--- config.mk ---
export PLATFORM = sky130hd
export DESIGN_NAME = half_pel_block_interpolator
export DESIGN_NICKNAME = d
export VERILOG_FILES = /design/src/rtl/hpbi_pkg.sv /design/src/rtl/hpbi_lane.sv /design/src/rtl/hpbi_merge.sv /design/src/rtl/half_pel_block_interpolator.sv
export SDC_FILE = /design/constraint.sdc
export NUM_CORES = 1
export LEC_CHECK = 0
export ABC_CLOCK_PERIOD_IN_PS = 6300
export BUFFER_PORTS_ARGS = -buffer_cell sky130_fd_sc_hd__buf_2
export CORE_MARGIN = 10
export CORE_UTILIZATION = 61
export DETAILED_ROUTE_END_ITERATION = 6
export PLACE_DENSITY = 0.8
export SLEW_MARGIN = 20
export SYNTH_ARGS = -nofsm -noshare
export SYNTH_HDL_FRONTEND = slang
export SYNTH_SLANG_ARGS = --single-unit
export TNS_END_PERCENT = 30
--- constraint.sdc ---
create_clock -name clk -period 6.3 [get_ports clk]
set_clock_uncertainty 0.05 [all_clocks]
set_input_delay 0 -clock clk [delete_from_list [all_inputs] [get_ports clk]]
set_output_delay 0 -clock clk [all_outputs]
set_load 0.02 [all_outputs]
--- src/rtl/hpbi_pkg.sv ---
// ----------------------------------------------------------------------------
// hpbi_pkg
// Shared types and constants for the half-pel block interpolator.
// ----------------------------------------------------------------------------
package hpbi_pkg;

  // pixel geometry of one row
  localparam int PIX_W   = 8;
  localparam int LANES   = 8;
  localparam int ROW_W   = PIX_W * LANES;

  // configuration port
  localparam int CFG_ADDR_W = 2;
  localparam int CFG_DATA_W = 32;
  localparam logic [CFG_ADDR_W-1:0] REG_ROUND_DOWN = 2'd0;

  // interpolation modes
  typedef enum logic [1:0] {
    MODE_COPY = 2'd0,
    MODE_HOR  = 2'd1,
    MODE_VER  = 2'd2,
    MODE_DIAG = 2'd3
  } hpbi_mode_t;

  // result carried from the lanes into the output buffer
  typedef struct packed {
    logic [ROW_W-1:0] row;
    logic             last;
  } hpbi_result_t;

endpackage

--- src/rtl/hpbi_lane.sv ---
// ----------------------------------------------------------------------------
// hpbi_lane
// One pixel lane: half-pel average of up to four neighbours, then an
// optional average with the destination pixel.
// ----------------------------------------------------------------------------
module hpbi_lane (
  input  hpbi_pkg::hpbi_mode_t          mode,
  input  logic                          truncate,
  input  logic                          add_dest,
  input  logic [hpbi_pkg::PIX_W-1:0]    cur_pix,
  input  logic [hpbi_pkg::PIX_W-1:0]    cur_right,
  input  logic [hpbi_pkg::PIX_W-1:0]    prev_pix,
  input  logic [hpbi_pkg::PIX_W-1:0]    prev_right,
  input  logic [hpbi_pkg::PIX_W-1:0]    dest_pix,
  output logic [hpbi_pkg::PIX_W-1:0]    pix_out
);

  logic [hpbi_pkg::PIX_W:0]   sum_hor;
  logic [hpbi_pkg::PIX_W:0]   sum_ver;
  logic [hpbi_pkg::PIX_W+1:0] sum_diag;
  logic [hpbi_pkg::PIX_W:0]   sum_dest;
  logic [hpbi_pkg::PIX_W-1:0] pred;
  logic                       bias1;

  // rounding bias, dropped when truncating
  assign bias1 = ~truncate;

  // pairwise and four-way sums
  assign sum_hor  = {1'b0, cur_pix} + {1'b0, cur_right} + {{hpbi_pkg::PIX_W{1'b0}}, bias1};
  assign sum_ver  = {1'b0, cur_pix} + {1'b0, prev_pix} + {{hpbi_pkg::PIX_W{1'b0}}, bias1};
  assign sum_diag = {2'b00, cur_pix} + {2'b00, cur_right} + {2'b00, prev_pix}
                  + {2'b00, prev_right} + {{hpbi_pkg::PIX_W{1'b0}}, bias1, truncate};

  // prediction per mode
  always_comb begin
    case (mode)
      hpbi_pkg::MODE_COPY: pred = cur_pix;
      hpbi_pkg::MODE_HOR:  pred = sum_hor[hpbi_pkg::PIX_W:1];
      hpbi_pkg::MODE_VER:  pred = sum_ver[hpbi_pkg::PIX_W:1];
      hpbi_pkg::MODE_DIAG: pred = sum_diag[hpbi_pkg::PIX_W+1:2];
      default:             pred = cur_pix;
    endcase
  end

  // average with destination, rounding up
  assign sum_dest = {1'b0, pred} + {1'b0, dest_pix} + {{hpbi_pkg::PIX_W{1'b0}}, 1'b1};
  assign pix_out  = add_dest ? sum_dest[hpbi_pkg::PIX_W:1] : pred;

endmodule

--- src/rtl/hpbi_merge.sv ---
// ----------------------------------------------------------------------------
// hpbi_merge
// Packs the lane pixels into one output row and holds results in a
// two-entry output buffer (head register plus skid register).
// ----------------------------------------------------------------------------
module hpbi_merge (
  input  logic                                              clk,
  input  logic                                              rst_n,
  input  logic                                              push,
  input  logic [hpbi_pkg::LANES-1:0][hpbi_pkg::PIX_W-1:0]   lane_pix,
  input  logic                                              last,
  input  logic                                              out_stall,
  output logic                                              out_valid,
  output hpbi_pkg::hpbi_result_t                            head,
  output logic                                              full
);

  hpbi_pkg::hpbi_result_t new_res;
  hpbi_pkg::hpbi_result_t head_r;
  hpbi_pkg::hpbi_result_t skid_r;
  logic                   head_vld_r;
  logic                   head_vld_nxt;
  logic                   skid_vld_r;
  logic                   skid_vld_nxt;
  logic                   pop;
  logic                   load_head;
  logic                   load_skid;

  // merge the lane results
  assign new_res.row  = lane_pix;
  assign new_res.last = last;

  assign pop = head_vld_r & ~out_stall;

  // buffer occupancy
  always_comb begin
    head_vld_nxt = head_vld_r;
    skid_vld_nxt = skid_vld_r;
    load_head    = 1'b0;
    load_skid    = 1'b0;
    if (skid_vld_r) begin
      if (pop) begin
        skid_vld_nxt = 1'b0;
      end
    end else if (push) begin
      if (!head_vld_r || pop) begin
        load_head    = 1'b1;
        head_vld_nxt = 1'b1;
      end else begin
        load_skid    = 1'b1;
        skid_vld_nxt = 1'b1;
      end
    end else if (pop) begin
      head_vld_nxt = 1'b0;
    end
  end

  // control registers
  always_ff @(posedge clk) begin
    if (!rst_n) begin
      head_vld_r <= 1'b0;
      skid_vld_r <= 1'b0;
    end else begin
      head_vld_r <= head_vld_nxt;
      skid_vld_r <= skid_vld_nxt;
    end
  end

  // payload registers
  always_ff @(posedge clk) begin
    if (load_head) begin
      head_r <= new_res;
    end else if (skid_vld_r && pop) begin
      head_r <= skid_r;
    end
    if (load_skid) begin
      skid_r <= new_res;
    end
  end

  assign out_valid = head_vld_r;
  assign head      = head_r;
  assign full      = skid_vld_r;

endmodule

--- src/rtl/half_pel_block_interpolator.sv ---
// ----------------------------------------------------------------------------
// half_pel_block_interpolator
// Half-pel motion-compensation interpolator for blocks of BLOCK_ROWS rows.
// ----------------------------------------------------------------------------
// Takes one source row request per clock while in_stall is low: eight pixel
// lanes compute the row combinationally from the request and the held
// previous row, and a two-entry output buffer registers the result, so the
// sustained rate is one row per cycle while out_stall is low and in_stall
// rises only once two finished rows wait behind a stalled output. Copy and
// horizontal blocks give BLOCK_ROWS outputs; vertical and diagonal blocks
// take BLOCK_ROWS+1 rows and the start row gives none. Rows that arrive after
// a block is complete are dropped until the next start. The user writes
// round_down over the APB port at address 0 while the block is idle; unenforced.
// ----------------------------------------------------------------------------
module half_pel_block_interpolator #(
  parameter int BLOCK_ROWS = 8
) (
  input  logic                                 clk,
  input  logic                                 rst_n,
  // source row requests
  input  logic                                 in_valid,
  output logic                                 in_stall,
  input  logic                                 in_start_of_block,
  input  logic [1:0]                           in_mode,
  input  logic                                 in_add_to_dest,
  input  logic [hpbi_pkg::ROW_W-1:0]           in_src_row,
  input  logic [hpbi_pkg::PIX_W-1:0]           in_src_extra,
  input  logic [hpbi_pkg::ROW_W-1:0]           in_dest_row,
  // output row requests
  output logic                                 out_valid,
  input  logic                                 out_stall,
  output logic [hpbi_pkg::ROW_W-1:0]           out_row,
  output logic                                 out_last_row,
  // configuration
  input  logic                                 psel,
  input  logic                                 penable,
  input  logic                                 pwrite,
  input  logic [hpbi_pkg::CFG_ADDR_W-1:0]      paddr,
  input  logic [hpbi_pkg::CFG_DATA_W-1:0]      pwdata,
  output logic [hpbi_pkg::CFG_DATA_W-1:0]      prdata,
  output logic                                 pready
);

  localparam int CNT_W = (BLOCK_ROWS > 1) ? $clog2(BLOCK_ROWS) : 1;
  localparam logic [CNT_W-1:0] LAST_CNT = CNT_W'(BLOCK_ROWS - 1);

  logic                         round_down_r;
  logic [hpbi_pkg::ROW_W-1:0]   prev_row_r;
  logic [hpbi_pkg::PIX_W-1:0]   prev_extra_r;
  logic [CNT_W-1:0]             rows_r;
  logic [CNT_W-1:0]             rows_nxt;
  hpbi_pkg::hpbi_mode_t         mode_r;
  logic                         add_r;
  logic                         done_r;
  logic                         done_nxt;

  logic                         accept;
  logic                         ignore_row;
  logic                         vert_start;
  logic                         produce;
  logic                         is_last;
  logic                         truncate;
  logic                         eff_add;
  hpbi_pkg::hpbi_mode_t         eff_mode;
  logic [CNT_W-1:0]             eff_rows;
  logic [hpbi_pkg::ROW_W-1:0]   cur_sh;
  logic [hpbi_pkg::ROW_W-1:0]   prev_sh;
  logic [hpbi_pkg::LANES-1:0][hpbi_pkg::PIX_W-1:0] lane_pix;
  hpbi_pkg::hpbi_result_t       head;
  logic                         buf_full;

  // configuration port
  assign pready = 1'b1;
  assign prdata = (paddr == hpbi_pkg::REG_ROUND_DOWN)
                ? {{(hpbi_pkg::CFG_DATA_W-1){1'b0}}, round_down_r}
                : '0;

  always_ff @(posedge clk) begin
    if (!rst_n) begin
      round_down_r <= 1'b0;
    end else if (psel && penable && pwrite && pready &&
                 paddr == hpbi_pkg::REG_ROUND_DOWN) begin
      round_down_r <= pwdata[0];
    end
  end

  // block control
  assign accept     = in_valid & ~in_stall;
  assign eff_mode   = in_start_of_block ? hpbi_pkg::hpbi_mode_t'(in_mode) : mode_r;
  assign eff_add    = in_start_of_block ? in_add_to_dest : add_r;
  assign eff_rows   = in_start_of_block ? '0 : rows_r;
  assign ignore_row = ~in_start_of_block & done_r;
  assign vert_start = in_start_of_block & eff_mode[1];
  assign produce    = accept & ~ignore_row & ~vert_start;
  assign is_last    = (eff_rows == LAST_CNT);
  assign truncate   = round_down_r & ~eff_add;

  always_comb begin
    rows_nxt = rows_r;
    done_nxt = done_r;
    if (accept && in_start_of_block) begin
      rows_nxt = '0;
      done_nxt = 1'b0;
    end
    if (produce) begin
      if (is_last) begin
        rows_nxt = '0;
        done_nxt = 1'b1;
      end else begin
        rows_nxt = eff_rows + CNT_W'(1);
      end
    end
  end

  always_ff @(posedge clk) begin
    if (!rst_n) begin
      rows_r       <= '0;
      done_r       <= 1'b0;
      mode_r       <= hpbi_pkg::MODE_COPY;
      add_r        <= 1'b0;
      prev_row_r   <= '0;
      prev_extra_r <= '0;
    end else begin
      rows_r <= rows_nxt;
      done_r <= done_nxt;
      if (accept && in_start_of_block) begin
        mode_r <= eff_mode;
        add_r  <= in_add_to_dest;
      end
      if (accept && !ignore_row) begin
        prev_row_r   <= in_src_row;
        prev_extra_r <= in_src_extra;
      end
    end
  end

  // right-neighbour rows
  assign cur_sh  = {in_src_extra, in_src_row[hpbi_pkg::ROW_W-1:hpbi_pkg::PIX_W]};
  assign prev_sh = {prev_extra_r, prev_row_r[hpbi_pkg::ROW_W-1:hpbi_pkg::PIX_W]};

  // pixel lanes
  for (genvar k = 0; k < hpbi_pkg::LANES; k++) begin : g_lane
    hpbi_lane u_lane (
      .mode       (eff_mode),
      .truncate   (truncate),
      .add_dest   (eff_add),
      .cur_pix    (in_src_row[k*hpbi_pkg::PIX_W +: hpbi_pkg::PIX_W]),
      .cur_right  (cur_sh[k*hpbi_pkg::PIX_W +: hpbi_pkg::PIX_W]),
      .prev_pix   (prev_row_r[k*hpbi_pkg::PIX_W +: hpbi_pkg::PIX_W]),
      .prev_right (prev_sh[k*hpbi_pkg::PIX_W +: hpbi_pkg::PIX_W]),
      .dest_pix   (in_dest_row[k*hpbi_pkg::PIX_W +: hpbi_pkg::PIX_W]),
      .pix_out    (lane_pix[k])
    );
  end

  // merge and output buffer
  hpbi_merge u_merge (
    .clk       (clk),
    .rst_n     (rst_n),
    .push      (produce),
    .lane_pix  (lane_pix),
    .last      (is_last),
    .out_stall (out_stall),
    .out_valid (out_valid),
    .head      (head),
    .full      (buf_full)
  );

  assign in_stall     = buf_full;
  assign out_row      = head.row;
  assign out_last_row = head.last;

endmodule

==> results of run 1 <==
## stage by stage
step | setup WS, ns | hold WS, ns | cell area, um2
after floorplan | 1.01 | 0.0949 | 24500
after global placement | 0.468 | 0.217 | 25800
after detailed placement | 0.429 | 0.214 | 25800
after CTS | 0.392 | 0.000205 | 27700
after global routing | 0.0119 | 0.0268 | 27700
final | 0.300 | 0.0151 | 27700
## layout make-up
class | count | area [um2]
Clock buffer | 32 | 694
Multi-Input combinational cell | 2312 | 17700
Fill cell | 3177 | 12000
Timing Repair Buffer | 341 | 2260
Clock inverter | 16 | 200
Tap cell | 525 | 657
Sequential cell | 212 | 5550
Antenna cell | 2 | 5.00
Inverter | 154 | 578
## critical path: cells and delay by family
| kind | cells | cell delay, ns |
|---|---|---|
| compound gates | 7 | 1.80 |
| xor+xnor | 3 | 0.50 |
| fa+ha+maj | 5 | 1.87 |
| buf+inv | 3 | 1.02 |
| mux | 1 | 0.31 |
| simple gates | 5 | 0.78 |
## cell usage in the layout, fill, tap and decap left out, types with 11 or more instances in the layout
cell type / Yosys / final
ha_1: 299 / 299
nand2_1: 298 / 297
buf_2: 10 / 217
a21oi_1: 187 / 184
nor2_1: 178 / 176
inv_1: 154 / 154
o21ai_0: 148 / 147
edfxtp_1: 130 / 130
fa_1: 112 / 112
a21boi_0: 97 / 97
xnor2_1: 94 / 94
dlygate4sd3_1: 0 / 92
dfxtp_1: 82 / 82
xor2_1: 78 / 78
nor3_1: 77 / 77
mux2_2: 65 / 64
nor2b_1: 63 / 63
a31oi_1: 48 / 48
nand3_1: 43 / 43
a21o_1: 39 / 39
nand2b_1: 33 / 33
conb_1: 2 / 32
o21a_1: 32 / 31
buf_4: 33 / 31
nor3b_1: 27 / 27
clkbuf_16: 0 / 27
o31ai_1: 25 / 25
o21bai_1: 23 / 23
or3_1: 22 / 22
and3_1: 22 / 22
a211oi_1: 22 / 22
o22ai_1: 18 / 18
a22oi_1: 18 / 18
and2_1: 16 / 16
a2111oi_0: 15 / 15
nand4_1: 14 / 14
mux2i_1: 15 / 13
o211ai_1: 13 / 13
or2_2: 11 / 11
## synthesized netlist by cell type (all sizes together), types with 7 or more instances
cell / n
a31o: 7
o21bai: 23
nor2: 178
mux2i: 15
o31ai: 25
a211oi: 22
o21a: 32
o211ai: 13
a21boi: 97
or2: 11
a21o: 39
o2111ai: 10
o21ai: 148
nor3b: 27
a22oi: 18
buf: 55
edfxtp: 130
nor3: 77
o41ai: 9
a222oi: 7
a2111oi: 15
nand4: 14
nand2b: 33
nor2b: 63
a31oi: 48
ha: 299
a21oi: 187
and2: 17
xnor2: 94
clkbuf: 98
o22ai: 18
mux2: 65
inv: 154
nand2: 298
nand3: 43
xor2: 78
fa: 112
or3: 22
dfxtp: 82
and3: 22
## logic make-up (layout without fill, tap and decap cells)
group / Yosys count / count (layout) / synth area share
xor gates and xnor gates: 172 / 172 / 0.0618
DFF: 212 / 212 / 0.228
muxes: 80 / 80 / 0.0362
and+or+nand+nor: 826 / 826 / 0.160
AOI/OAI and AO/OA: 791 / 791 / 0.215
buffers and inverters: 307 / 543 / 0.0535
adders and majority gates: 411 / 411 / 0.245
other: 2 / 34 / 0.000308
## flip-flops by register name, indices dropped and copies added (netlist names)
signal,cells
rows_r,3
mode_r,2
round_down_r,1
u_merge.full,1
u_merge.skid_r,65
u_merge.head,65
done_r,1
prev_row_r,64
add_r,1
prev_extra_r,8
u_merge.out_valid,1
## layer usage
metal	part of all wire	up-vias	global-route usage
met4	0.037	2	0.123
met2	0.45	1160	0.540
li1	-	10600	-
met3	0.11	233	0.0690
met5	0.00013	-	0
met1	0.40	11100	0.442
## worst paths after layout
path                            slack [ns]      startpoint  cells past startpoint                end
worst max-delay path                  0.30  in_src_row[17]                     24   u_merge.head[23]
worst max register to register        0.41           add_r                     20   u_merge.head[59]
worst min register to register        0.41       rows_r[2]                      2          rows_r[2]
worst min-delay path                  0.02  in_dest_row[6]                      5  u_merge.skid_r[6]
## power groups by stage
stage	combinational, mW	clock [mW]	sequential [mW]
floorplan	2.40	0	1.74
global placement	3.18	0	1.70
detailed placement	3.31	0	1.70
CTS	3.39	1.65	1.67
global route	3.82	1.69	1.68
finish	3.48	1.63	1.67
## what timing repair did
item / in CTS / in global routing
gates resized for setup: 0 / 1
hold buffers: 92 / 0
setup buffers: 0 / 0
endpoints found under the hold margin: 92 / 0
endpoints found under the setup margin: 0 / 3
==> out/qor.csv, run 1 <==
metric;value;unit
maxCapViolations;0;
grt_pass1_vias;23200;
clkPwrFrac;0.240;
syn2layout_area_growth;13.5;%
dpl.hpwl;61200;um
synth.area.top_cells;edfxtp_1 16%, ha_1 15%, fa_1 9.2%;
dp.cells;3452;
clk_pin_slew_worst_paths;0.06;ns
grt_pass1_wl;128000;um
avgSynthCellArea;8.70;um2
wire_per_inst;23.2;um
layout-drive-gt1-share;0.126;
synth-seq-cells;212;
seq_area_frac_synth;0.228;
drc_errors;0;
h-tree-depth;1;
switching_share;0.410;
layout.nets;3639;
switchingPower;2.78;mW
hold_viol_final;0;
fin_crit;6.00;ns
p_per_area;245;nW/um2
arrival;6.27;ns
io_buffers;217;
period_share;0.952;
setup_viol;0;
end_kind;flip-flop;
fp.dieH;220;um
yosysTopAreaCellShare;0.160;
crit_chain;dlygate4sd3_1 -> buf_2 -> inv_1 -> fa_1 -> nor2_1 -> o21ai_0 -> nand2_1 -> xor2_1 -> fa_1 -> ha_1 -> ha_1 -> a21oi_1 -> nor2_1 -> a211o_1 -> xor2_1 -> a222oi_1 -> nand2_1 -> ha_1 -> or3_1 -> o31ai_1 -> o21ai_0 -> xnor2_1 -> o22ai_1 -> mux2_2;
instances_no_fill;3594;
coreArea;39600;um2
combPwrFrac;0.513;
p_total;6.78;mW
max_freq;0.167;GHz
maxSlewHeadroom;0.265;
clk_latency;0.58;ns
cts_tree;done;
hold_path_class;input port to flip-flop;
crit_slowest_cell;dlygate4sd3_1;
clock_sinks;212;
outcome;completed;
critPathKind;input port to flip-flop;
root_buffer;clkbuf_16;
synth_edf_count;130;
pwr-share-seq;0.247;
clockBufferDepth;3;
critPathRequiredTime;6.57;ns
core.rowCount;73;
worstMarginPinSlew;1.10;ns
drt-initial-drc-count;2095;
maxSlewViolCount;0;
cpMostUsedCell;ha_1;
cts_buffers;26;
synthFlopType;edfxtp_1;
antenna_found_initial;2;
yosysUniqueCellTypes;76;
viasPerCell;6.42;
path_max_fanout;6;
rsz0062_at_grt;no;
ant_nets;0;
critPathMaxStageDelay;0.57;ns
synth_area_leader_cell;edfxtp_1;
place.gp.congestion;0.988;
start_util;0.615;
netlist_area;24400;um2
tns;0;ns
dieArea;48300;um2
intPower;4.00;mW
p_leak;12.1;nW
ys_async_sr_fraction;0;
yosys_warnings;0;
overflow;0;
cp-start-kind;input port;
grt_max_degree;83;
io_pins;281;
track_usage;0.337;
fin_util;0.698;
vias;23100;
fp.dieW;220;um
syn_inst;2801;
firstDrtPassIters;6;
max-vdd-ir-drop;208;uV
totalWireLength;83400;um
Power figures use the tool's default switching activity.
==> run 2, diff against run 1 <==
Settings changed: CTS_BUF_LIST set to sky130_fd_sc_hd__clkbuf_16.
==> out/qor.csv, run 2 (synthesis results as in run 1) <==
metric;value;unit;change
fp.dieW;220;um;unchanged
violations;design-rule violations;;
dpl.hpwl;61200;um;unchanged
multi_input_area;17700;um2;unchanged
h-tree-depth;1;;unchanged
clk_latency;0.59;ns;about the same
p_per_area;245;nW/um2;about the same
root_buffer;clkbuf_16;;
arrival;6.30;ns;+0.03 ns
layout.nets;3639;;unchanged
layout_commonest_cell;ha_1;;
coreArea;39600;um2;unchanged
clk_pin_slew_worst_paths;0.06;ns;about the same
overflow;0;;unchanged
totalWireLength;83600;um;+0.27%
max_freq;0.166;GHz;-0.43%
core.rowCount;73;;unchanged
clock_sinks;212;;unchanged
worstMarginPinSlew;1.07;ns;-0.0371 ns
vias;23000;;-0.26%
grt_pass1_wl;128000;um;unchanged
place.gp.congestion;0.988;;unchanged
grt_pass1_vias;23200;;unchanged
firstDrtPassIters;7;;+1
tns;0;ns;unchanged
clockBufferDepth;3;;unchanged
cts_setup_buffers;0;;unchanged
drt-initial-drc-count;2338;;+12%
drc_errors;2;;+2
maxCapViolations;0;;unchanged
critPathRequiredTime;6.57;ns;about the same
cts_buffers;26;;unchanged
antenna_cells;0;;-2
maxSlewViolCount;0;;unchanged
seq_area;5550;um2;unchanged
hold_path_class;input port to flip-flop;;
period_share;0.957;;+0.00407
dieArea;48300;um2;unchanged
path_max_fanout;6;;unchanged
cts_tree;done;;
hold_viol_final;0;;unchanged
ant_nets;0;;unchanged
syn2layout_area_growth;13.5;%;about the same
fp.dieH;220;um;unchanged
track_usage;0.337;;unchanged
final_cell_mix;299 x ha_1, 297 x nand2_1, 217 x buf_2;;
io_buffers;217;;unchanged
antenna_found_initial;2;;unchanged
wire_per_inst;23.3;um;+0.32%
critPathKind;input port to flip-flop;;
cp-start-kind;input port;;
rsz0062_at_grt;no;;
fill_cells;3176;;-0.031%
maxSlewHeadroom;0.274;;+0.00957
viasPerCell;6.41;;-0.21%
whs;0.0193;ns;+0.00427 ns
io_pins;281;;unchanged
setup_viol;0;;unchanged
layout-drive-gt1-share;0.126;;unchanged
r2r_setup_slack;0.37;ns;-0.04 ns
grt_max_degree;83;;unchanged
max-vdd-ir-drop;210;uV;+0.64%
start_util;0.615;;unchanged
outcome;complete, but fails checks;;
end_kind;flip-flop;;
p_leak;12.1;nW;+0.17%
fin_crit;6.03;ns;+0.0257 ns
[run 2: metal layers]
layer | global-route usage | vias up | routed length [um]
met5 | 0 | - | 11
met4 | 0.123 | 2 | 3040
met3 | 0.0690 | 219 | 9060
met2 | 0.540 | 1154 | 37900
met1 | 0.442 | 11100 | 33500
li1 | - | 10600 | -
[run 2: stage by stage]
step | cells | area, um2 | util | total power, mW | setup WS, ns
after floorplan | 2831 | 24500 | - | 4.14 | 1.01
after global placement | 3452 | 25800 | 0.652 | 4.88 | 0.468
after detailed placement | 3452 | 25800 | 0.652 | 5.01 | 0.429
after CTS | 3592 | 27700 | 0.698 | 6.70 | 0.392
after global routing | 3592 | 27700 | 0.698 | 7.19 | 0.0122
final | 3592 | 27700 | 0.698 | 6.79 | 0.274
[run 2: what timing repair did]
item                                   in CTS  in global routing
endpoints found under the hold margin      92                  0
setup endpoints to repair                   0                  3
gates resized for setup                     0                  1
hold buffers                               92                  0
[run 2: area by class of cell]
type	count	share of cell area
inverters	154	0.0209
clock buffers	27	0.0244
clock inverters	21	0.00792
repair buffers	341	0.0817
flip-flops and latches	212	0.201
multi-input cells	2312	0.641
well taps	525	0.0238
[run 2: critical path: stages]
cell,delay (ns)
dlygate4sd3_1,0.57
buf_2,0.23
inv_1,0.22
fa_1,0.53
nor2_1,0.13
o21ai_0,0.17
nand2_1,0.17
xor2_1,0.18
fa_1,0.46
ha_1,0.31
ha_1,0.35
a21oi_1,0.18
nor2_1,0.06
a211o_1,0.33
xor2_1,0.16
a222oi_1,0.45
nand2_1,0.11
ha_1,0.23
or3_1,0.31
o31ai_1,0.36
o21ai_0,0.21
xnor2_1,0.16
o22ai_1,0.11
mux2_2,0.31
[run 2: path summary, 6_finish.rpt]
check                 startpoint           endpoint  cells after the start
hold / removal    in_dest_row[6]  u_merge.skid_r[6]                      5
setup / recovery  in_src_row[17]   u_merge.head[23]                     24
setup reg to reg           add_r   u_merge.head[59]                     20
hold reg to reg        rows_r[2]          rows_r[2]                      2
[run 2: power breakdown]
group,switching [mW],internal [mW],total (mW)
Clock,0.686,0.943,1.63
Combinational,2.04,1.44,3.48
Sequential,0.0681,1.61,1.67
